File: src/rle_pkg.sv
`default_nettype none

package rle_pkg;

    // default number of decimal digits in the run counter
    localparam int COUNT_DIGITS_DEF = 5;

    // depth of the command queue between front and back
    localparam int CMD_DEPTH = 2;

    // ASCII code of the digit zero
    localparam logic [7:0] ASCII_ZERO = 8'h30;

    // framing flags carried with each run command
    typedef struct packed {
        logic is_last;   // run byte is the last word caused by its input
        logic is_end;    // run byte closes the whole encoded string
    } t_cmd_flags;

    // front status seen by the top level
    typedef struct packed {
        logic run_open;  // a run is in progress
        logic pend;      // a second run command waits for the queue
    } t_front_stat;

endpackage

`default_nettype wire

File: src/rle_fifo.sv
`default_nettype none

module rle_fifo #(
    parameter int WIDTH = 8,
    parameter int DEPTH = 2
) (
    input  wire logic             i_clk,
    input  wire logic             i_rst_n,
    input  wire logic             i_push,
    input  wire logic [WIDTH-1:0] i_data,
    output logic                  o_full,
    input  wire logic             i_pop,
    output logic [WIDTH-1:0]      o_data,
    output logic                  o_empty
);

    localparam int PW = (DEPTH > 1) ? $clog2(DEPTH) : 1;
    localparam int CNTW = $clog2(DEPTH + 1);

    logic [WIDTH-1:0] r_mem [DEPTH];
    logic [PW-1:0]    r_wptr, n_wptr;
    logic [PW-1:0]    r_rptr, n_rptr;
    logic [CNTW-1:0]  r_cnt, n_cnt;
    logic             wr, rd;

    assign o_full  = (r_cnt == CNTW'(DEPTH));
    assign o_empty = (r_cnt == '0);
    assign o_data  = r_mem[r_rptr];
    assign wr      = i_push && !o_full;
    assign rd      = i_pop && !o_empty;

    // advance pointers and fill count
    always_comb begin
        n_wptr = r_wptr;
        n_rptr = r_rptr;
        n_cnt  = r_cnt;
        if (wr) begin
            n_wptr = (r_wptr == PW'(DEPTH - 1)) ? '0 : r_wptr + 1'b1;
        end
        if (rd) begin
            n_rptr = (r_rptr == PW'(DEPTH - 1)) ? '0 : r_rptr + 1'b1;
        end
        if (wr && !rd) begin
            n_cnt = r_cnt + 1'b1;
        end else if (rd && !wr) begin
            n_cnt = r_cnt - 1'b1;
        end
    end

    always_ff @(posedge i_clk) begin
        if (!i_rst_n) begin
            r_wptr <= '0;
            r_rptr <= '0;
            r_cnt  <= '0;
        end else begin
            r_wptr <= n_wptr;
            r_rptr <= n_rptr;
            r_cnt  <= n_cnt;
        end
    end

    // store the incoming word
    always_ff @(posedge i_clk) begin
        if (wr) begin
            r_mem[r_wptr] <= i_data;
        end
    end

endmodule

`default_nettype wire

File: src/rle_front.sv
`default_nettype none

module rle_front #(
    parameter int COUNT_DIGITS = rle_pkg::COUNT_DIGITS_DEF
) (
    input  wire logic                 i_clk,
    input  wire logic                 i_rst_n,
    input  wire logic                 i_push,
    input  wire logic [7:0]           i_in_char,
    input  wire logic                 i_in_last,
    output logic                      o_full,
    input  wire logic                 i_q_full,
    output logic                      o_q_push,
    output logic [4*COUNT_DIGITS+9:0] o_q_data,
    output rle_pkg::t_front_stat      o_stat
);

    localparam int CW    = 4 * COUNT_DIGITS;
    localparam int CMD_W = CW + 8 + $bits(rle_pkg::t_cmd_flags);

    logic [7:0]       r_byte, n_byte;
    logic [CW-1:0]    r_cnt, n_cnt;
    logic             r_open, n_open;
    logic             r_pend, n_pend;
    logic [CMD_W-1:0] r_pcmd, n_pcmd;
    logic [CW-1:0]    cnt_inc;
    logic             cnt_full;
    logic             carry;
    logic             accept;
    rle_pkg::t_cmd_flags flg_close, flg_final;

    assign o_full = r_pend || i_q_full;
    assign accept = i_push && !o_full;
    assign o_stat = '{run_open: r_open, pend: r_pend};

    assign flg_close = '{is_last: !i_in_last, is_end: 1'b0};
    assign flg_final = '{is_last: 1'b1, is_end: 1'b1};

    // increment the BCD counter, carry ripples through the nines
    always_comb begin
        carry = 1'b1;
        for (int d = 0; d < COUNT_DIGITS; d++) begin
            if (carry) begin
                cnt_inc[4*d +: 4] = (r_cnt[4*d +: 4] == 4'd9) ? 4'd0
                                                              : r_cnt[4*d +: 4] + 4'd1;
            end else begin
                cnt_inc[4*d +: 4] = r_cnt[4*d +: 4];
            end
            carry = carry && (r_cnt[4*d +: 4] == 4'd9);
        end
        cnt_full = carry;
    end

    // classify the byte and issue run commands
    always_comb begin
        n_byte   = r_byte;
        n_cnt    = r_cnt;
        n_open   = r_open;
        n_pend   = r_pend;
        n_pcmd   = r_pcmd;
        o_q_push = 1'b0;
        o_q_data = r_pcmd;
        if (r_pend) begin
            if (!i_q_full) begin
                o_q_push = 1'b1;
                n_pend   = 1'b0;
            end
        end else if (accept) begin
            if (!r_open) begin
                if (i_in_last) begin
                    o_q_push = 1'b1;
                    o_q_data = {CW'(1), i_in_char, flg_final};
                end else begin
                    n_open = 1'b1;
                    n_byte = i_in_char;
                    n_cnt  = CW'(1);
                end
            end else if (i_in_char == r_byte && !cnt_full) begin
                if (i_in_last) begin
                    o_q_push = 1'b1;
                    o_q_data = {cnt_inc, r_byte, flg_final};
                    n_open   = 1'b0;
                    n_byte   = '0;
                    n_cnt    = '0;
                end else begin
                    n_cnt = cnt_inc;
                end
            end else begin
                // close the open run, start a new one with this byte
                o_q_push = 1'b1;
                o_q_data = {r_cnt, r_byte, flg_close};
                if (i_in_last) begin
                    n_pend = 1'b1;
                    n_pcmd = {CW'(1), i_in_char, flg_final};
                    n_open = 1'b0;
                    n_byte = '0;
                    n_cnt  = '0;
                end else begin
                    n_byte = i_in_char;
                    n_cnt  = CW'(1);
                end
            end
        end
    end

    always_ff @(posedge i_clk) begin
        if (!i_rst_n) begin
            r_byte <= '0;
            r_cnt  <= '0;
            r_open <= 1'b0;
            r_pend <= 1'b0;
        end else begin
            r_byte <= n_byte;
            r_cnt  <= n_cnt;
            r_open <= n_open;
            r_pend <= n_pend;
        end
    end

    // hold the second command of a closing input
    always_ff @(posedge i_clk) begin
        r_pcmd <= n_pcmd;
    end

endmodule

`default_nettype wire

File: src/rle_back.sv
`default_nettype none

module rle_back #(
    parameter int COUNT_DIGITS = rle_pkg::COUNT_DIGITS_DEF
) (
    input  wire logic                 i_clk,
    input  wire logic                 i_rst_n,
    input  wire logic                 i_q_empty,
    input  wire logic [4*COUNT_DIGITS+9:0] i_q_data,
    output logic                      o_q_pop,
    output logic                      o_empty,
    input  wire logic                 i_pop,
    output logic [7:0]                o_out_char,
    output logic                      o_out_last,
    output logic                      o_out_end
);

    localparam int CW = 4 * COUNT_DIGITS;
    localparam int IW = (COUNT_DIGITS > 1) ? $clog2(COUNT_DIGITS) : 1;
    localparam int FW = $bits(rle_pkg::t_cmd_flags);
    localparam int CMD_HI = CW + 8 + FW - 1;

    logic [CW-1:0]       r_cnt, n_cnt;
    logic [7:0]          r_byte, n_byte;
    rle_pkg::t_cmd_flags r_flags, n_flags;
    logic [IW-1:0]       r_idx, n_idx;
    logic                r_bph, n_bph;
    logic                r_act, n_act;
    logic [7:0]          r_ochar, n_ochar;
    logic                r_olast, n_olast;
    logic                r_oend, n_oend;
    logic                r_oval, n_oval;
    logic [CW-1:0]       q_cnt;
    logic [IW-1:0]       lead;
    logic [3:0]          dig;
    logic                slot_free, step, fin;

    assign q_cnt     = i_q_data[CMD_HI -: CW];
    assign slot_free = !r_oval || i_pop;
    assign step      = r_act && slot_free;
    assign fin       = step && r_bph;
    assign o_q_pop   = !i_q_empty && (!r_act || fin);
    assign dig       = r_cnt[{r_idx, 2'b00} +: 4];

    assign o_empty    = !r_oval;
    assign o_out_char = r_ochar;
    assign o_out_last = r_olast;
    assign o_out_end  = r_oend;

    // find the most significant nonzero digit of the new run
    always_comb begin
        lead = '0;
        for (int d = 0; d < COUNT_DIGITS; d++) begin
            if (q_cnt[4*d +: 4] != 4'd0) begin
                lead = IW'(d);
            end
        end
    end

    // walk digits then the run byte, one word per cycle while the output slot is free
    always_comb begin
        n_cnt   = r_cnt;
        n_byte  = r_byte;
        n_flags = r_flags;
        n_idx   = r_idx;
        n_bph   = r_bph;
        n_act   = r_act;
        n_ochar = r_ochar;
        n_olast = r_olast;
        n_oend  = r_oend;
        n_oval  = r_oval;
        if (i_pop) begin
            n_oval = 1'b0;
        end
        if (step) begin
            n_oval = 1'b1;
            if (r_bph) begin
                n_ochar = r_byte;
                n_olast = r_flags.is_last;
                n_oend  = r_flags.is_end;
                n_act   = 1'b0;
            end else begin
                n_ochar = rle_pkg::ASCII_ZERO + {4'b0000, dig};
                n_olast = 1'b0;
                n_oend  = 1'b0;
                if (r_idx == '0) begin
                    n_bph = 1'b1;
                end else begin
                    n_idx = r_idx - 1'b1;
                end
            end
        end
        if (o_q_pop) begin
            n_cnt   = q_cnt;
            n_byte  = i_q_data[FW +: 8];
            n_flags = i_q_data[FW-1:0];
            n_idx   = lead;
            n_bph   = 1'b0;
            n_act   = 1'b1;
        end
    end

    always_ff @(posedge i_clk) begin
        if (!i_rst_n) begin
            r_act  <= 1'b0;
            r_oval <= 1'b0;
            r_bph  <= 1'b0;
            r_idx  <= '0;
        end else begin
            r_act  <= n_act;
            r_oval <= n_oval;
            r_bph  <= n_bph;
            r_idx  <= n_idx;
        end
    end

    // hold run payload and output word
    always_ff @(posedge i_clk) begin
        r_cnt   <= n_cnt;
        r_byte  <= n_byte;
        r_flags <= n_flags;
        r_ochar <= n_ochar;
        r_olast <= n_olast;
        r_oend  <= n_oend;
    end

endmodule

`default_nettype wire

File: src/rle_text_encoder.sv
// Run-length text encoder: each run becomes its decimal length and then the run byte.
// A run passes through the command queue and the back's run registers to the output
// register. The front takes one byte per cycle while the queue has room and no second
// command waits; the back writes one word per cycle while the receiver pops, digits
// plus one per run. Synchronous active-low reset clears run state, queue and output.
`default_nettype none

module rle_text_encoder #(
    parameter int COUNT_DIGITS = rle_pkg::COUNT_DIGITS_DEF
) (
    input  wire logic       i_clk,
    input  wire logic       i_rst_n,
    input  wire logic       i_push,
    output logic            o_full,
    input  wire logic [7:0] i_in_char,
    input  wire logic       i_in_last,
    output logic            o_empty,
    input  wire logic       i_pop,
    output logic [7:0]      o_out_char,
    output logic            o_out_last,
    output logic            o_out_end
);

    localparam int CMD_W = 4 * COUNT_DIGITS + 8 + $bits(rle_pkg::t_cmd_flags);

    logic                 q_push, q_full, q_pop, q_empty;
    logic [CMD_W-1:0]     q_wdata, q_rdata;
    rle_pkg::t_front_stat front_stat;

    // accept and classify bytes
    rle_front #(
        .COUNT_DIGITS(COUNT_DIGITS)
    ) u_front (
        .i_clk     (i_clk),
        .i_rst_n   (i_rst_n),
        .i_push    (i_push),
        .i_in_char (i_in_char),
        .i_in_last (i_in_last),
        .o_full    (o_full),
        .i_q_full  (q_full),
        .o_q_push  (q_push),
        .o_q_data  (q_wdata),
        .o_stat    (front_stat)
    );

    // queue run commands
    rle_fifo #(
        .WIDTH(CMD_W),
        .DEPTH(rle_pkg::CMD_DEPTH)
    ) u_fifo (
        .i_clk   (i_clk),
        .i_rst_n (i_rst_n),
        .i_push  (q_push),
        .i_data  (q_wdata),
        .o_full  (q_full),
        .i_pop   (q_pop),
        .o_data  (q_rdata),
        .o_empty (q_empty)
    );

    // serialize digits and run bytes
    rle_back #(
        .COUNT_DIGITS(COUNT_DIGITS)
    ) u_back (
        .i_clk      (i_clk),
        .i_rst_n    (i_rst_n),
        .i_q_empty  (q_empty),
        .i_q_data   (q_rdata),
        .o_q_pop    (q_pop),
        .o_empty    (o_empty),
        .i_pop      (i_pop),
        .o_out_char (o_out_char),
        .o_out_last (o_out_last),
        .o_out_end  (o_out_end)
    );

    // front never writes into a full queue
    a_no_overflow: assert property (@(posedge i_clk) disable iff (!i_rst_n)
        q_push |-> !q_full)
        else $error("command queue overflow");

    // back never reads an empty queue
    a_no_underflow: assert property (@(posedge i_clk) disable iff (!i_rst_n)
        q_pop |-> !q_empty)
        else $error("command queue underflow");

    // a final byte closes the run
    a_last_closes: assert property (@(posedge i_clk) disable iff (!i_rst_n)
        (i_push && !o_full && i_in_last) |=> !front_stat.run_open)
        else $error("run left open after final byte");

    // a waiting second command holds off the input
    a_pend_stalls: assert property (@(posedge i_clk) disable iff (!i_rst_n)
        front_stat.pend |-> o_full)
        else $error("input accepted while a command waits");

    // end of string is always the last word of its byte
    a_end_is_last: assert property (@(posedge i_clk) disable iff (!i_rst_n)
        (!o_empty && o_out_end) |-> o_out_last)
        else $error("end word without last flag");

endmodule

`default_nettype wire

File: config.mk
export PLATFORM = sky130hd
export DESIGN_NAME = rle_text_encoder
export DESIGN_NICKNAME = d
export VERILOG_FILES = /design/src/rle_pkg.sv /design/src/rle_fifo.sv /design/src/rle_front.sv /design/src/rle_back.sv /design/src/rle_text_encoder.sv
export SDC_FILE = /design/constraint.sdc
export NUM_CORES = 1
export LEC_CHECK = 0
export BUFFER_PORTS_ARGS = -buffer_cell sky130_fd_sc_hd__buf_2
export CAP_MARGIN = 20
export CORE_MARGIN = 2
export CORE_UTILIZATION = 30
export CTS_CLUSTER_SIZE = 10
export DETAILED_ROUTE_END_ITERATION = 8
export GPL_TIMING_DRIVEN = 0
export PLACE_DENSITY = 0.54
export SYNTH_ARGS = -nofsm -noshare
export SYNTH_HDL_FRONTEND = slang
export SYNTH_SLANG_ARGS = --single-unit
File: constraint.sdc
create_clock -name i_clk -period 4.45 [get_ports i_clk]
set_input_delay 0.2225 -clock i_clk [delete_from_list [all_inputs] [get_ports i_clk]]
set_output_delay 0.2225 -clock i_clk [all_outputs]
set_load 0.05 [all_outputs]
After elaboration in Yosys (flattened, before gate mapping)
Memories as Yosys holds them, arrays and structs flattened. A register that Yosys moved wholly into a read port is not among the register bits.
Index checks and enable logic that the tools add are counted.
{"block": "totals", "register_bits": 110, "latchBits": 0, "ramBits": 60, "rom_bits": 0, "inputBits": 13, "out_inout_bits": 12, "n_memories": 1}
{"name": "u_fifo.r_mem", "depth": 2, "word_bits": 30, "rd": 1, "rd_ports_with_merged_regs": 1, "write_ports": 1, "line_no": "rle_fifo.sv:20", "source": "logic [WIDTH-1:0] r_mem [DEPTH];"}
{"block": "op_classes", "n_addsub": 11, "n_mul": 0, "n_div": 0, "order_cmp": 0, "eq_ne": 11, "shift": 1, "muxes": 61, "bitwise": 3, "n_reduce_logical": 42}
{"operator": "30-bit 2-to-1 mux", "count": 6}
{"operator": "20-bit 2-to-1 mux", "count": 4}
{"operator": "8-bit 2-to-1 mux", "count": 6}
{"operator": "4-bit 2-to-1 mux", "count": 9}
{"operator": "1-bit 2-to-1 mux", "count": 27}
{"operator": "4-bit by 1-bit adder with 4-bit output (second input constant)", "count": 5}
{"operator": "4-bit equality test (second input constant)", "count": 5}
{"operator": "20-bit by 6-bit indexed part select with 4-bit output", "count": 1}
{"operator": "4-bit nonzero test", "count": 4}
{"operator": "3-bit 2-to-1 mux", "count": 5}
{"operator": "1-bit logical AND", "count": 13}
{"operator": "1-bit zero test", "count": 9}
{"operator": "8-bit equality test", "count": 1}
{"operator": "2-bit 2-to-1 mux", "count": 4}
{"operator": "4-bit AND reduction", "count": 2}
{"operator": "2-bit nonzero test", "count": 4}
{"operator": "6-bit by 4-bit adder with 7-bit output (first input constant)", "count": 1}
{"operator": "3-bit AND reduction", "count": 2}
{"operator": "2-bit inequality test (second input constant)", "count": 2}
{"operator": "2-bit AND reduction", "count": 2}
{"operator": "3-bit zero test", "count": 1}
{"operator": "1-bit logical OR", "count": 3}
{"operator": "3-bit inequality test (second input constant)", "count": 1}
{"operator": "1-bit inverter", "count": 3}
{"operator": "other kinds (8)", "count": 9}

Longest topological paths before layout
Gate-level depths: netlist of the first run.
{"block": "depth", "depth_word": 16, "depth_mapped": 13, "depth_no_buf": 9}

Hierarchy
A second synthesis of the first run with hierarchy kept.
{"block": "hier_totals", "cells_unflattened": 673, "hier_area_um2": 8131.5}
{"module": "rle_front", "n_inst": 1, "cells_each": 448, "area_per_inst_um2": 3960.0, "seq_area_each_um2": 1501.4}
{"module": "rle_fifo", "n_inst": 1, "cells_each": 118, "area_per_inst_um2": 2388.5, "seq_area_each_um2": 1901.8}
{"module": "rle_back", "n_inst": 1, "cells_each": 107, "area_per_inst_um2": 1783.0, "seq_area_each_um2": 1321.3}

Worst setup path before layout of the first run
No wires, ideal clock.
{"block": "synth_path", "kind": "register -> register", "startpoint": "register u_front.r_cnt[1]", "endpoint": "memory u_fifo.r_mem[0][0] (netlist bit), enable pin", "arrival_time_ns": 3.049, "t_required_ns": 4.021, "setup_slack_ns": 0.972, "stages_incl_launch_ff": 10, "n_path_buf": 4, "synth_period_minus_slack_ns": 3.478, "path_cell_list": "dfxtp_1 > buf_2 > nor4bb_1 > buf_2 > and2_1 > buf_6 > and4_1 > buf_6 > o21ai_4 > a21oi_1"}
{"block": "synth_between", "elab_chain_len": 14}
{"item": "from (decl)", "line_no": "rle_front.sv:22", "source": "logic [CW-1:0] r_cnt, n_cnt;"}
{"item": "from (signal assigned)", "line_no": "rle_front.sv:114", "source": "r_cnt <= n_cnt;"}
{"item": "4-bit equality test", "line_no": "rle_front.sv:49", "source": "carry = carry && (r_cnt[4*d +: 4] == 4'd9);"}
{"item": "1-bit logical AND (4 in series)", "line_no": "rle_front.sv:49"}
{"item": "1-bit zero test", "line_no": "rle_front.sv:78", "source": "end else if (i_in_char == r_byte && !cnt_full) begin"}
{"item": "1-bit logical AND", "line_no": "rle_front.sv:78"}
{"item": "1-bit 2-to-1 mux", "line_no": "rle_front.sv:78"}
{"item": "1-bit 2-to-1 mux", "line_no": "rle_front.sv:69", "source": "if (!r_open) begin"}
{"item": "1-bit 2-to-1 mux", "line_no": "rle_front.sv:68", "source": "end else if (accept) begin"}
{"item": "1-bit 2-to-1 mux", "line_no": "rle_front.sv:63", "source": "if (r_pend) begin"}
{"item": "1-bit logical AND", "line_no": "rle_fifo.sv:29", "source": "assign wr = i_push && !o_full;"}
{"item": "1-bit 2-to-1 mux", "line_no": "rle_fifo.sv:64", "source": "if (wr) begin"}
{"item": "1-bit 2-to-1 mux (implied by the code)", "line_no": "rle_fifo.sv:65", "source": "r_mem[r_wptr] <= i_data;"}
{"item": "to (decl)", "line_no": "rle_fifo.sv:20"}
No other way between the ends.

Worst setup path after layout of the first run
{"block": "layout_path", "startpoint": "register u_front.r_cnt[11]", "endpoint": "memory u_fifo.r_mem[1][19] (netlist bit), enable pin"}
{"block": "layout_between", "elab_chain_len": 13}
{"item": "4-bit equality test", "line_no": "rle_front.sv:49"}
{"item": "1-bit logical AND (3 in series)", "line_no": "rle_front.sv:49"}
{"item": "1-bit zero test", "line_no": "rle_front.sv:78"}
{"item": "1-bit logical AND", "line_no": "rle_front.sv:78"}
{"item": "1-bit 2-to-1 mux", "line_no": "rle_front.sv:78"}
{"item": "1-bit 2-to-1 mux", "line_no": "rle_front.sv:69"}
{"item": "1-bit 2-to-1 mux", "line_no": "rle_front.sv:68"}
{"item": "1-bit 2-to-1 mux", "line_no": "rle_front.sv:63"}
{"item": "1-bit logical AND", "line_no": "rle_fifo.sv:29"}
{"item": "net u_fifo.wr", "line_no": "rle_fifo.sv:24", "source": "logic wr, rd;"}
{"item": "1-bit 2-to-1 mux", "line_no": "rle_fifo.sv:64"}
{"item": "1-bit 2-to-1 mux (implied by the code)", "line_no": "rle_fifo.sv:65"}
The timed path passes the listed nets, and every way through them passes these cells.

==> results of run 1 <==
==> area by class of cell <==
class / instances / area share
tap: 335 / 0.0458
clock buffer: 17 / 0.0465
inverter: 21 / 0.00862
clock inverter: 15 / 0.0192
sequential: 171 / 0.517
multi-input combinational: 439 / 0.324
timing repair buffer: 26 / 0.0208
antenna: 1 / 0.000274
buffer: 35 / 0.0179
==> routing by layer <==
layer	share of wire	wire, um	global-route usage
met1	0.46	8760	0.188
met2	0.47	8840	0.221
met3	0.046	869	0.0243
met4	0.022	420	0.0510
met5	0	0	0
==> logic make-up (layout without fill, tap and decap cells) <==
logic type,after synthesis,after routing
simple gates,198,198
compound gates,176,176
flops,171,171
buf+inv,56,114
mux,48,48
xor+xnor,14,14
fa+ha+maj,3,3
other cells,0,1
==> power by group through the flow <==
stage          logic, mW  clock network [mW]  registers, mW
2_1_floorplan      0.801                   0           2.36
3_3_place_gp        1.21                   0           2.30
3_5_place_dp        1.28                   0           2.29
4_1_cts             1.29                1.53           2.26
5_1_grt             1.39                1.59           2.28
6_report            1.27                1.50           2.25
==> cells in the mapped netlist, types with 4 or more instances <==
cell	instances
edfxtp_1	130
nand2_1	53
dfxtp_1	41
a21oi_1	40
o21ai_0	40
mux2_2	36
nor2_1	32
nor2b_1	28
clkbuf_1	23
inv_1	19
o22ai_1	17
a22oi_1	11
nand3_1	11
xor2_1	11
and2_1	10
nor3_1	10
nand2b_1	9
a22o_1	8
a31oi_1	8
mux2i_1	8
and3_1	7
nand4_1	7
or3_1	6
o211ai_1	5
a2bb2oi_1	4
buf_2	4
mux4_2	4
nor3b_1	4
nor4_1	4
o21bai_1	4
==> state kept, by name, indices dropped and copies added (netlist names), named ones only <==
register and cells:
u_fifo.r_rptr 1, u_back.r_flags 2, u_back.o_out_char 8, u_front.r_cnt 20, u_back.r_bph 1, u_fifo.r_wptr 1, u_back.o_out_last 1, u_back.r_oval 1
u_back.r_cnt 20, u_back.o_out_end 1, u_front.r_pend 1, u_back.r_byte 8, u_front.r_pcmd 30, u_front.r_open 1, u_fifo.r_cnt 2, u_fifo.r_mem 60
u_back.r_act 1, u_back.r_idx 3, u_front.r_byte 8
==> worst max-delay path by stage <==
stage / from / endpoint
CTS: u_front.r_cnt[11] / u_fifo.r_mem[1][18]
detailed placement: u_front.r_cnt[11] / u_fifo.r_mem[1][24]
global route: u_front.r_cnt[9] / u_fifo.r_mem[1][18]
global placement: u_front.r_cnt[9] / u_fifo.r_mem[0][24]
finish: u_front.r_cnt[11] / u_fifo.r_mem[1][19]
floorplan: u_front.r_cnt[1] / u_fifo.r_mem[0][0]
==> worst register-to-register path: stages, from the launching register on <==
cell and delay [ps]:
dfxtp_1 420, nor3b_1 430, nor3b_2 430, and4_1 260, buf_6 150, o21ai_4 110
nand2_1 180, and2_1 670, buf_16 240
==> metrics.md, run 1 <==
| Metric | Value |
|---|---|
| Final setup violating endpoints | 0 |
| Final worst path period share | 0.719 |
| Worst min path class | input port to flop |
| Syn-to-layout area delta | 15.6% |
| Tot Pwr | 5.03 mW |
| Worst Path Required | 4590 ps |
| CTS tree | built |
| Fraction of layout cells with a size suffix above 1 | 0.169 |
| Worst Reg-to-Reg Cells | 8 |
| Filler cells | 2574 |
| Post-route DRC | 0 |
| Compound-cell area share of the yosys netlist | 0.146 |
| # hold bufs at CTS | 0 |
| Most frequent cells in the layout | edfxtp_1, nand2_1, dfxtp_1, o21ai_0, a21oi_1 |
| DRT iter0 DRCs | 380 |
| Slew margin rel. | 0.425 |
| Reg area | 0.00472 mm2 |
| CTS H-tree lvls | 4 |
| Hold path cells | 2 |
| CP max stage cell | and2_1 |
| LEAKAGE | 3.04 nW |
| Hold_sp | i_in_char[5] |
| Grt ovf | 0 |
| Clock skew | 12.4 ps |
| DR WL/cell | 17.8 um |
| GP Congestion | 0.869 |
| Min Tclk post-route | 3200 ps |
| Worst-skew pair later-pin latency | 430 ps |
| Global-route wire length before repair | 29.8 mm |
| Register area share after synthesis | 0.597 |
| Largest area contributor in the netlist | edfxtp_1 |
| Synth top area cells | edfxtp_1, dfxtp_1, mux2_2 |
| Final hold vios | 0 |
| Number of port buffers | 23 |
| Switching share of power | 0.324 |
| Hold Path End | u_front.r_byte[5] |
| Logic pwr share | 0.253 |
| Primary FF master, synth | edfxtp_1 |
| CP cell instances | nor3b_1 > nor3b_2 > and4_1 > buf_6 > o21ai_4 > nand2_1 > and2_1 > buf_16 |
| Critical Path Source Type | flop |
| Finished Layout Cells | 1060 |
| Post-CTS sizing | 0 |
| Die area | 0.0277 mm2 |
| CP Capture Type | flop |
| Core area | 0.0260 mm2 |
| Critical R2R Capture | u_fifo.r_mem[1][19] |
| Mean area per synthesized cell | 11.9 um2 |
| Nets | 727 |
| Cell family with most CP delay | simple AND/OR/NAND/NOR gates |
| Post-CTS Setup Inserts | 0 |
| PD cells | 550 mW/mm2 |
| Vias per cell | 5.15 |
| Dpl cells | 1027 |
| CTS Root Cell | clkbuf_16 |
| Initial antenna violation count | 1 |
| ANT nets after route | 0 |
| Area occupied by multi-input gates | 0.00296 mm2 |
| EDFF count, synth | 130 |
| XOR/XNOR Fraction of Synth Area | 0.0155 |
| Peak VDD IR | 0.469 mV |
| Number of distinct library cells after synthesis | 74 |
| Critical path fanouts, max | 16 |
| Mapped Area | 0.00791 mm2 |
| Slew @ Worst Pin | 851 ps |
| Vias | 5460 |
| Max-cap violations | 0 |
| Largest family of logic cells by synthesized area | compound AO/OA/AOI/OAI gates |
| All-Layer GR Usage | 0.138 |
| Pint | 3.40 mW |
| Flop-to-flop setup slack | 1250 ps |
| Worst path depth | 8 |
| Initial Utilization | 0.305 |
| Post-route setup slack | 1250 ps |
| Detailed Routing Iterations Pass 1 | 5 |
| Crit path buffers/inverters | 2 |
| Slew Limit Fails | 0 |
| Fin area | 0.00914 mm2 |
| Commonest non-fill, non-tap cell in the layout | edfxtp_1 |
| Ys async rst share | 0 |
| I/O pins | 25 |
| Mapped Cells | 666 |
| Worst stage delay on the critical path | 670 ps |
| Switching power | 1.63 mW |
| Largest net degree at the start of global routing | 40 |
| Cts bufs inserted | 17 |
| Maximum clock rate | 313 MHz |
| Setup tns final | 0 ps |
| Reg power frac | 0.448 |
| Vias in the first global route | 5194 |
| Synth Net Count | 682 |
| Number of synthesized register bits | 171 |
| Post-DP HPWL | 13.3 mm |
| Clock Sinks | 171 |
| Final wirelength | 18.9 mm |
| Reg2reg start | u_front.r_cnt[11] |
| Die Wd | 166 um |
| Final Util | 0.352 |
| Fin Hold WS | 44.1 ps |
| CP Class | flop to flop |
| Cell area after placement | 0.00854 mm2 |
| Worst EP arrival | 3340 ps |
| Clock transition at path regs | 80 ps |
| Row count | 59 |
| Pre-CTS WS | 1280 ps |
| CTS max path bufs | 2 |
| Post-synthesis mux area share | 0.0727 |
| YS warnings | 0 |
| RSZ-0062 raised after global routing | no |
| Status | finished, final reports clean |
| Die Span Y | 166 um |
| Clock Power Share | 0.299 |
| Adder-Cell Fraction of Synth Area | 0.00474 |
| Synth top area share | 0.493 |
| Synth Area in Simple Gates | 0.134 |
(Power assumes the default switching activity.)
==> run 2, diff against run 1 <==
Settings changed: ABC_AREA from default to 1.
Clock period 4.45 ns to 3.2 ns, I/O delays scaled along.
==> run 2 against run 1 <==
  * Cell count is 29% higher
  * Wire length is 4.2% higher
  * Sequential share of layout area is 2.8 points lower
  * First-iteration DRC count is 24% higher
  * Critical path type unchanged
  * Largest cell class unchanged
==> metrics.md, run 2 <==
| Metric | Value |
|---|---|
| Filler cells | 2820 (was 2574) |
| Ys async rst share | 0 (unchanged) |
| Final worst path period share | 0.891 (was 0.719) |
| Initial Utilization | 0.304 (was 0.305) |
| Status | finished, final reports clean (unchanged) |
| All-Layer GR Usage | 0.141 (was 0.138) |
| Worst EP arrival | 2900 ps (was 3340 ps) |
| Reg power frac | 0.449 (was 0.448) |
| Syn-to-layout area delta | 14.9% (was 15.6%) |
| DR WL/cell | 14.4 um (was 17.8 um) |
| Cts bufs inserted | 17 (unchanged) |
| Number of port buffers | 23 (unchanged) |
| CP Class | flop to flop (unchanged) |
| Post-DP HPWL | 14.3 mm (was 13.3 mm) |
| Max-cap violations | 0 (unchanged) |
| Synth top cells by count | nand2_1, edfxtp_1, nor2_1 (was edfxtp_1, nand2_1, dfxtp_1) |
| Min Tclk post-route | 2850 ps (was 3200 ps) |
| Critical path fanouts, max | 30 (was 16) |
| Post-CTS sizing | 0 (unchanged) |
| Critical Path Source Type | flop (unchanged) |
| Grt ovf | 0 (unchanged) |
| Clock skew | 9.24 ps (was 12.4 ps) |
| RSZ-0062 raised after global routing | no (unchanged) |
| Clock Power Share | 0.280 (was 0.299) |
| Synth Net Count | 945 (was 682) |
| Vias per cell | 4.56 (was 5.15) |
| Peak VDD IR | 0.312 mV (was 0.469 mV) |
| Final wirelength | 19.7 mm (was 18.9 mm) |
| CP cell instances | buf_4 > inv_2 > nor2_4 > inv_1 > nor2_1 > nand4_4 > nand2_8 > nand3_2 > nand2_1 > nand2_1 > nor2_4 (was nor3b_1 > nor3b_2 > and4_1 > buf_6 > o21ai_4 > nand2_1 > and2_1 > buf_16) |
| Worst-skew pair later-pin latency | 430 ps (about the same) |
| Clock Sinks | 171 (unchanged) |
| Vias in the first global route | 5966 (was 5194) |
| Die Span Y | 171 um (was 166 um) |
| Die Wd | 171 um (was 166 um) |
| Number of synthesized register bits | 171 (unchanged) |
| Slew Limit Fails | 0 (unchanged) |
| Final hold vios | 0 (unchanged) |
| CTS H-tree lvls | 4 (unchanged) |
| Core area | 0.0277 mm2 (was 0.0260 mm2) |
| Fin Hold WS | 60.4 ps (was 44.1 ps) |
| ANT nets after route | 0 (unchanged) |
| Pint | 4.72 mW (was 3.40 mW) |
| CP max stage cell | nor2_4 (was and2_1) |
| Largest Register | u_fifo.r_mem (unchanged) |
| Mapped Cells | 929 (was 666) |
| Cell area after placement | 0.00909 mm2 (was 0.00854 mm2) |
| DRT iter0 DRCs | 471 (was 380) |
| CTS Root Cell | clkbuf_16 (unchanged) |
| Worst stage delay on the critical path | 680 ps (was 670 ps) |
| Detailed Routing Iterations Pass 1 | 7 (was 5) |
| Vias | 6235 (was 5460) |
| Number of diodes | 0 (was 1) |
| I/O pins | 25 (unchanged) |
| Synth top area share | 0.464 (was 0.493) |
| GP Congestion | 0.840 (was 0.869) |
| Slew @ Worst Pin | 884 ps (was 851 ps) |
| Top-count cell post-synth | nand2_1 (was edfxtp_1) |
| Nets | 991 (was 727) |
| Worst Path Required | 3250 ps (was 4590 ps) |
| Row count | 61 (was 59) |
| Clock transition at path regs | 70 ps (was 80 ps) |
| Post-route setup slack | 349 ps (was 1250 ps) |
| Switching power | 2.35 mW (was 1.63 mW) |
| Biggest regs | u_fifo.r_mem (60), u_front.r_pcmd (30) (unchanged) |
| Global-route wire length before repair | 31.9 mm (was 29.8 mm) |
| Register area share after synthesis | 0.561 (was 0.597) |
| Largest net degree at the start of global routing | 31 (was 40) |
| Most frequent cells in the layout | nand2_1, edfxtp_1, nor2_1, inv_1 (was edfxtp_1, nand2_1, dfxtp_1, o21ai_0, a21oi_1) |
| PD cells | 732 mW/mm2 (was 550 mW/mm2) |
| Largest register FFs | 60 (unchanged) |
| Final setup violating endpoints | 0 (unchanged) |
| Mean area per synthesized cell | 9.06 um2 (was 11.9 um2) |
| Die area | 0.0294 mm2 (was 0.0277 mm2) |
| CTS tree | built (unchanged) |
| Largest area contributor in the netlist | edfxtp_1 (unchanged) |
| Synth top area cells | edfxtp_1, nand2_1, dfxtp_1 (was edfxtp_1, dfxtp_1, mux2_2) |
| Commonest non-fill, non-tap cell in the layout | nand2_1 (was edfxtp_1) |
| Pre-CTS WS | 302 ps (was 1280 ps) |
| Switching share of power | 0.332 (was 0.324) |
| Fraction of layout cells with a size suffix above 1 | 0.134 (was 0.169) |
| EDFF count, synth | 130 (unchanged) |
| CTS max path bufs | 2 (unchanged) |
| CP Capture Type | flop (unchanged) |
| Maximum clock rate | 351 MHz (was 313 MHz) |
| Post-route DRC | 0 (unchanged) |
| Initial antenna violation count | 1 (unchanged) |
| Number of distinct library cells after synthesis | 47 (was 74) |
| Fin area | 0.00967 mm2 (was 0.00914 mm2) |
| YS warnings | 0 (unchanged) |
| Slew margin rel. | 0.410 (was 0.425) |
| Primary FF master, synth | edfxtp_1 (unchanged) |
| LEAKAGE | 3.70 nW (was 3.04 nW) |
| Worst min path class | input port to flop (unchanged) |
| Post-CTS Setup Inserts | 0 (unchanged) |
| Mapped Area | 0.00842 mm2 (was 0.00791 mm2) |
| Logic pwr share | 0.271 (was 0.253) |
-- run 2: changes by cell type after synthesis, moves of 9 or more --
cell	before	now
nand2_1	53	237
mux2_2	36	19
nand3_1	11	49
a22oi_1	11	0
o21ai_0	40	60
nor2_1	32	102
nand2b_1	9	0
nor2b_1	28	0
inv_1	19	97
o21ai_1	1	11
and2_1	10	0
a21oi_1	40	60
o22ai_1	17	5
-- run 2: final timing paths --
| check | from | to | slack, ps | depth (start not counted) |
|---|---|---|---|---|
| hold / removal | i_in_char[0] | u_front.r_byte[0] | 60 | 3 |
| setup reg to reg | u_front.r_cnt[8] | u_fifo.r_mem[0][26] | 350 | 11 |
| setup / recovery | u_front.r_cnt[8] | u_fifo.r_mem[0][26] | 350 | 11 |
| hold reg to reg | u_fifo.r_rptr | u_fifo.r_rptr | 460 | 1 |
-- run 2: kinds of logic (layout without fill, tap and decap cells) --
group,Yosys count,in the layout,share of synthesized area
AO/OA/AOI/OAI,166,166,0.114
XOR/XNOR,5,5,0.00520
adder cells (fa/ha/maj),3,3,0.00446
buffers and inverters,146,205,0.0721
flip-flops,171,171,0.561
multiplexers,19,19,0.0254
AND/OR/NAND/NOR,419,419,0.217
-- run 2: power by group through the flow --
stage	logic [mW]	clock network [mW]	registers, mW
6_report	1.92	1.98	3.18
3_5_place_dp	1.92	0	3.23
3_3_place_gp	1.85	0	3.24
4_1_cts	1.93	2.03	3.18
2_1_floorplan	1.24	0	3.32
5_1_grt	2.15	2.12	3.23
-- run 2: metal layers --
metal / vias to the layer above / track usage / share of wire
met5: - / 0 / 0.00036
met4: 2 / 0.0446 / 0.019
met3: 24 / 0.0292 / 0.042
met2: 140 / 0.235 / 0.46
met1: 2864 / 0.183 / 0.47
li1: 3205 / - / -
-- run 2: area by class of cell --
class                           count  area [um2]  share of cell area
Sequential cell                   171        4720               0.489
Multi-Input combinational cell    612        3090               0.320
Tap cell                          378         473              0.0489
Clock buffer                       18         429              0.0444
Inverter                          109         409              0.0423
Timing Repair Buffer               27         208              0.0215
Buffer                             37         198              0.0204
Clock inverter                     14         136              0.0141
-- run 2: what timing repair did --
item | CTS | global route
hold buffers | 1 | 0
endpoints found under the setup margin | 0 | 0
endpoints found under the hold margin | 1 | 0
-- run 2: critical path: cells and delay by family, from the launching register on --
kind / cells / cell delay, ps
simple gates: 8 / 1880
flops: 1 / 310
buf+inv: 3 / 260
-- run 2: per-stage QoR --
stage               total power, mW  setup TNS, ps  utilization  std cells
finish                         7.07              0        0.349       1366
global route                   7.50              0        0.349       1366
CTS                            7.15              0        0.349       1366
detailed placement             5.15              0        0.328       1333
global placement               5.08         -31080        0.325       1330
floorplan                      4.56              0            -        929
==> run 3, diff against run 2 <==
Settings changed: PLACE_DENSITY 0.54 to 0.42.
==> run 3 against run 2 <==
  * Clock power grew 7%
  * Sequential share of layout area shrank 0.18 points
  * Hold slack is essentially flat
  * Flip-flop and latch count is the same
  * Core utilization grew 0.13 points
  * Critical path type unchanged
==> metrics.md, run 3 (synthesis results as in run 2) <==
| Metric | Value |
|---|---|
| Critical Path Source Type | flop (unchanged) |
| Crit path buffers/inverters | 3 (unchanged) |
| PD cells | 747 mW/mm2 (was 732 mW/mm2) |
| Syn-to-layout area delta | 15.3% (was 14.9%) |
| Logic pwr share | 0.270 (was 0.271) |
| Switching power | 2.56 mW (was 2.35 mW) |
| Largest register FFs | 60 (unchanged) |
| Final Util | 0.350 (was 0.349) |
| Worst-skew pair later-pin latency | 430 ps (about the same) |
| Post-route DRC | 0 (unchanged) |
| Vias | 6245 (was 6235) |
| CP max stage cell | inv_1 (was nor2_4) |
| Number of diodes | 0 (unchanged) |
| Nets | 991 (unchanged) |
| Biggest regs | u_fifo.r_mem (60), u_front.r_pcmd (30) (unchanged) |
| Reg power frac | 0.438 (was 0.449) |
| Post-CTS Setup Inserts | 0 (unchanged) |
| Slew Limit Fails | 0 (unchanged) |
| Setup tns final | 0 ps (unchanged) |
| Final wirelength | 21.9 mm (was 19.7 mm) |
| DRT iter0 DRCs | 341 (was 471) |
| Core area | 0.0277 mm2 (unchanged) |
| Fin Hold WS | 60.4 ps (about the same) |
| Status | finished, final reports clean (unchanged) |
| Worst Path Required | 3330 ps (was 3250 ps) |
| Critical path fanouts, max | 18 (was 30) |
| Worst min path class | input port to flop (unchanged) |
| CP Class | flop to flop (unchanged) |
| Die Wd | 171 um (unchanged) |
| DR WL/cell | 16.0 um (was 14.4 um) |
| Clock transition at path regs | 80 ps (was 70 ps) |
| Post-DP HPWL | 15.8 mm (was 14.3 mm) |
| Number of port buffers | 23 (unchanged) |
| Largest Register | u_fifo.r_mem (unchanged) |
| Final worst path period share | 0.884 (was 0.891) |
| Min Tclk post-route | 2830 ps (was 2850 ps) |
| Clock Power Share | 0.291 (was 0.280) |
| Reg2reg start | u_front.r_cnt[0] (was u_front.r_cnt[8]) |
| GP Congestion | 0.789 (was 0.840) |
| CTS Root Cell | clkbuf_16 (unchanged) |
| Vias in the first global route | 5828 (was 5966) |
| Max-cap violations | 0 (unchanged) |
| Worst stage delay on the critical path | 500 ps (was 680 ps) |
| Largest net degree at the start of global routing | 33 (was 31) |
| Tot Pwr | 7.25 mW (was 7.07 mW) |
| CP cell instances | inv_2 > nor2_4 > nand2_4 > nor2_8 > nand4_4 > nand2_8 > nand3_2 > nand2_1 > nand3_1 > inv_1 > buf_16 (was buf_4 > inv_2 > nor2_4 > inv_1 > nor2_1 > nand4_4 > nand2_8 > nand3_2 > nand2_1 > nand2_1 > nor2_4) |
| Post-route setup slack | 372 ps (was 349 ps) |
| All-Layer GR Usage | 0.155 (was 0.141) |
| Vias per cell | 4.57 (was 4.56) |
| Slew @ Worst Pin | 930 ps (was 884 ps) |
| Pint | 4.69 mW (was 4.72 mW) |
| Clock Sinks | 171 (unchanged) |
| Reg area | 0.00472 mm2 (unchanged) |
| Cell area after placement | 0.00907 mm2 (was 0.00909 mm2) |
| CTS tree | built (unchanged) |
| I/O pins | 25 (unchanged) |
| Cts bufs inserted | 17 (unchanged) |
| Fin area | 0.00971 mm2 (was 0.00967 mm2) |
| Switching share of power | 0.353 (was 0.332) |
| Commonest non-fill, non-tap cell in the layout | nand2_1 (unchanged) |
| CTS max path bufs | 2 (unchanged) |
| Filler cells | 2863 (was 2820) |
| CP Launch Point | u_front.r_cnt[0] (was u_front.r_cnt[8]) |
| Worst path depth | 11 (unchanged) |
| RSZ-0062 raised after global routing | no (unchanged) |
| Finished Layout Cells | 1366 (unchanged) |
| Die Span Y | 171 um (unchanged) |
| Critical R2R Capture | u_fifo.r_mem[1][18] (was u_fifo.r_mem[0][26]) |
| ANT nets after route | 0 (unchanged) |
| LEAKAGE | 3.72 nW (was 3.70 nW) |
| Clock skew | 13.0 ps (was 9.24 ps) |
| Maximum clock rate | 354 MHz (was 351 MHz) |
| Slew margin rel. | 0.380 (was 0.410) |
| Pre-CTS WS | 204 ps (was 302 ps) |
| Fraction of layout cells with a size suffix above 1 | 0.137 (was 0.134) |
| Dpl cells | 1332 (was 1333) |
| Cell family with most CP delay | simple AND/OR/NAND/NOR gates (unchanged) |
| Initial antenna violation count | 0 (was 1) |
| Die area | 0.0294 mm2 (unchanged) |
| Global-route wire length before repair | 34.3 mm (was 31.9 mm) |
| Crit path to | u_fifo.r_mem[1][18] (was u_fifo.r_mem[0][26]) |
| CP Capture Type | flop (unchanged) |
| Flop-to-flop setup slack | 370 ps (was 350 ps) |
| Row count | 61 (unchanged) |
| Final hold vios | 0 (unchanged) |
| Detailed Routing Iterations Pass 1 | 5 (was 7) |
| Area occupied by multi-input gates | 0.00310 mm2 (was 0.00309 mm2) |
| Initial Utilization | 0.304 (unchanged) |
| CTS H-tree lvls | 4 (unchanged) |
| Worst EP arrival | 2960 ps (was 2900 ps) |
| Grt ovf | 0 (unchanged) |
| Worst Reg-to-Reg Cells | 11 (unchanged) |
| Final setup violating endpoints | 0 (unchanged) |
| Most frequent cells in the layout | nand2_1, edfxtp_1, nor2_1, inv_1 (unchanged) |
| Peak VDD IR | 0.329 mV (was 0.312 mV) |
-- run 3: worst min path at each step --
stage	cells past startpoint	startpoint	end	slack, ps
global placement	1	u_fifo.r_rptr	u_fifo.r_rptr	440
CTS	3	i_in_char[7]	u_front.r_byte[7]	50
global route	3	i_in_char[3]	u_front.r_byte[3]	60
finish	3	i_in_char[7]	u_front.r_byte[7]	60
detailed placement	1	u_fifo.r_rptr	u_fifo.r_rptr	440
floorplan	2	i_rst_n	u_fifo.r_wptr	280
-- run 3: final cells by class --
class	instances	area share
inverter	109	0.0422
buffer	37	0.0204
clock inverter	15	0.0199
multi-input combinational	613	0.320
clock buffer	17	0.0438
sequential	171	0.487
tap	378	0.0487
timing repair buffer	26	0.0186
-- run 3: metal layers --
layer / global-route usage / up-vias / share of wire
li1: - / 3208 / -
met1: 0.225 / 2916 / 0.51
met2: 0.243 / 113 / 0.45
met3: 0.0269 / 8 / 0.034
met4: 0.0269 / 0 / 0.0082
met5: 0 / - / 0
-- run 3: tightest hold or removal path, cell delays in order --
cell,delay (ps)
buf_2,120
o2111ai_1,90
a21oi_1,60
-- run 3: power by group through the flow --
stage / combinational [mW] / clock, mW / sequential (mW)
after CTS: 1.98 / 2.16 / 3.18
after global routing: 2.20 / 2.25 / 3.23
after global placement: 1.92 / 0 / 3.24
after floorplan: 1.24 / 0 / 3.32
after detailed placement: 1.98 / 0 / 3.23
final: 1.96 / 2.11 / 3.18
-- run 3: repair_timing --
action                                 4_1_cts  5_1_grt
endpoints found under the hold margin        1        0
hold buffers                                 1        0
setup endpoints to repair                    0       19
resized for setup                            0        1
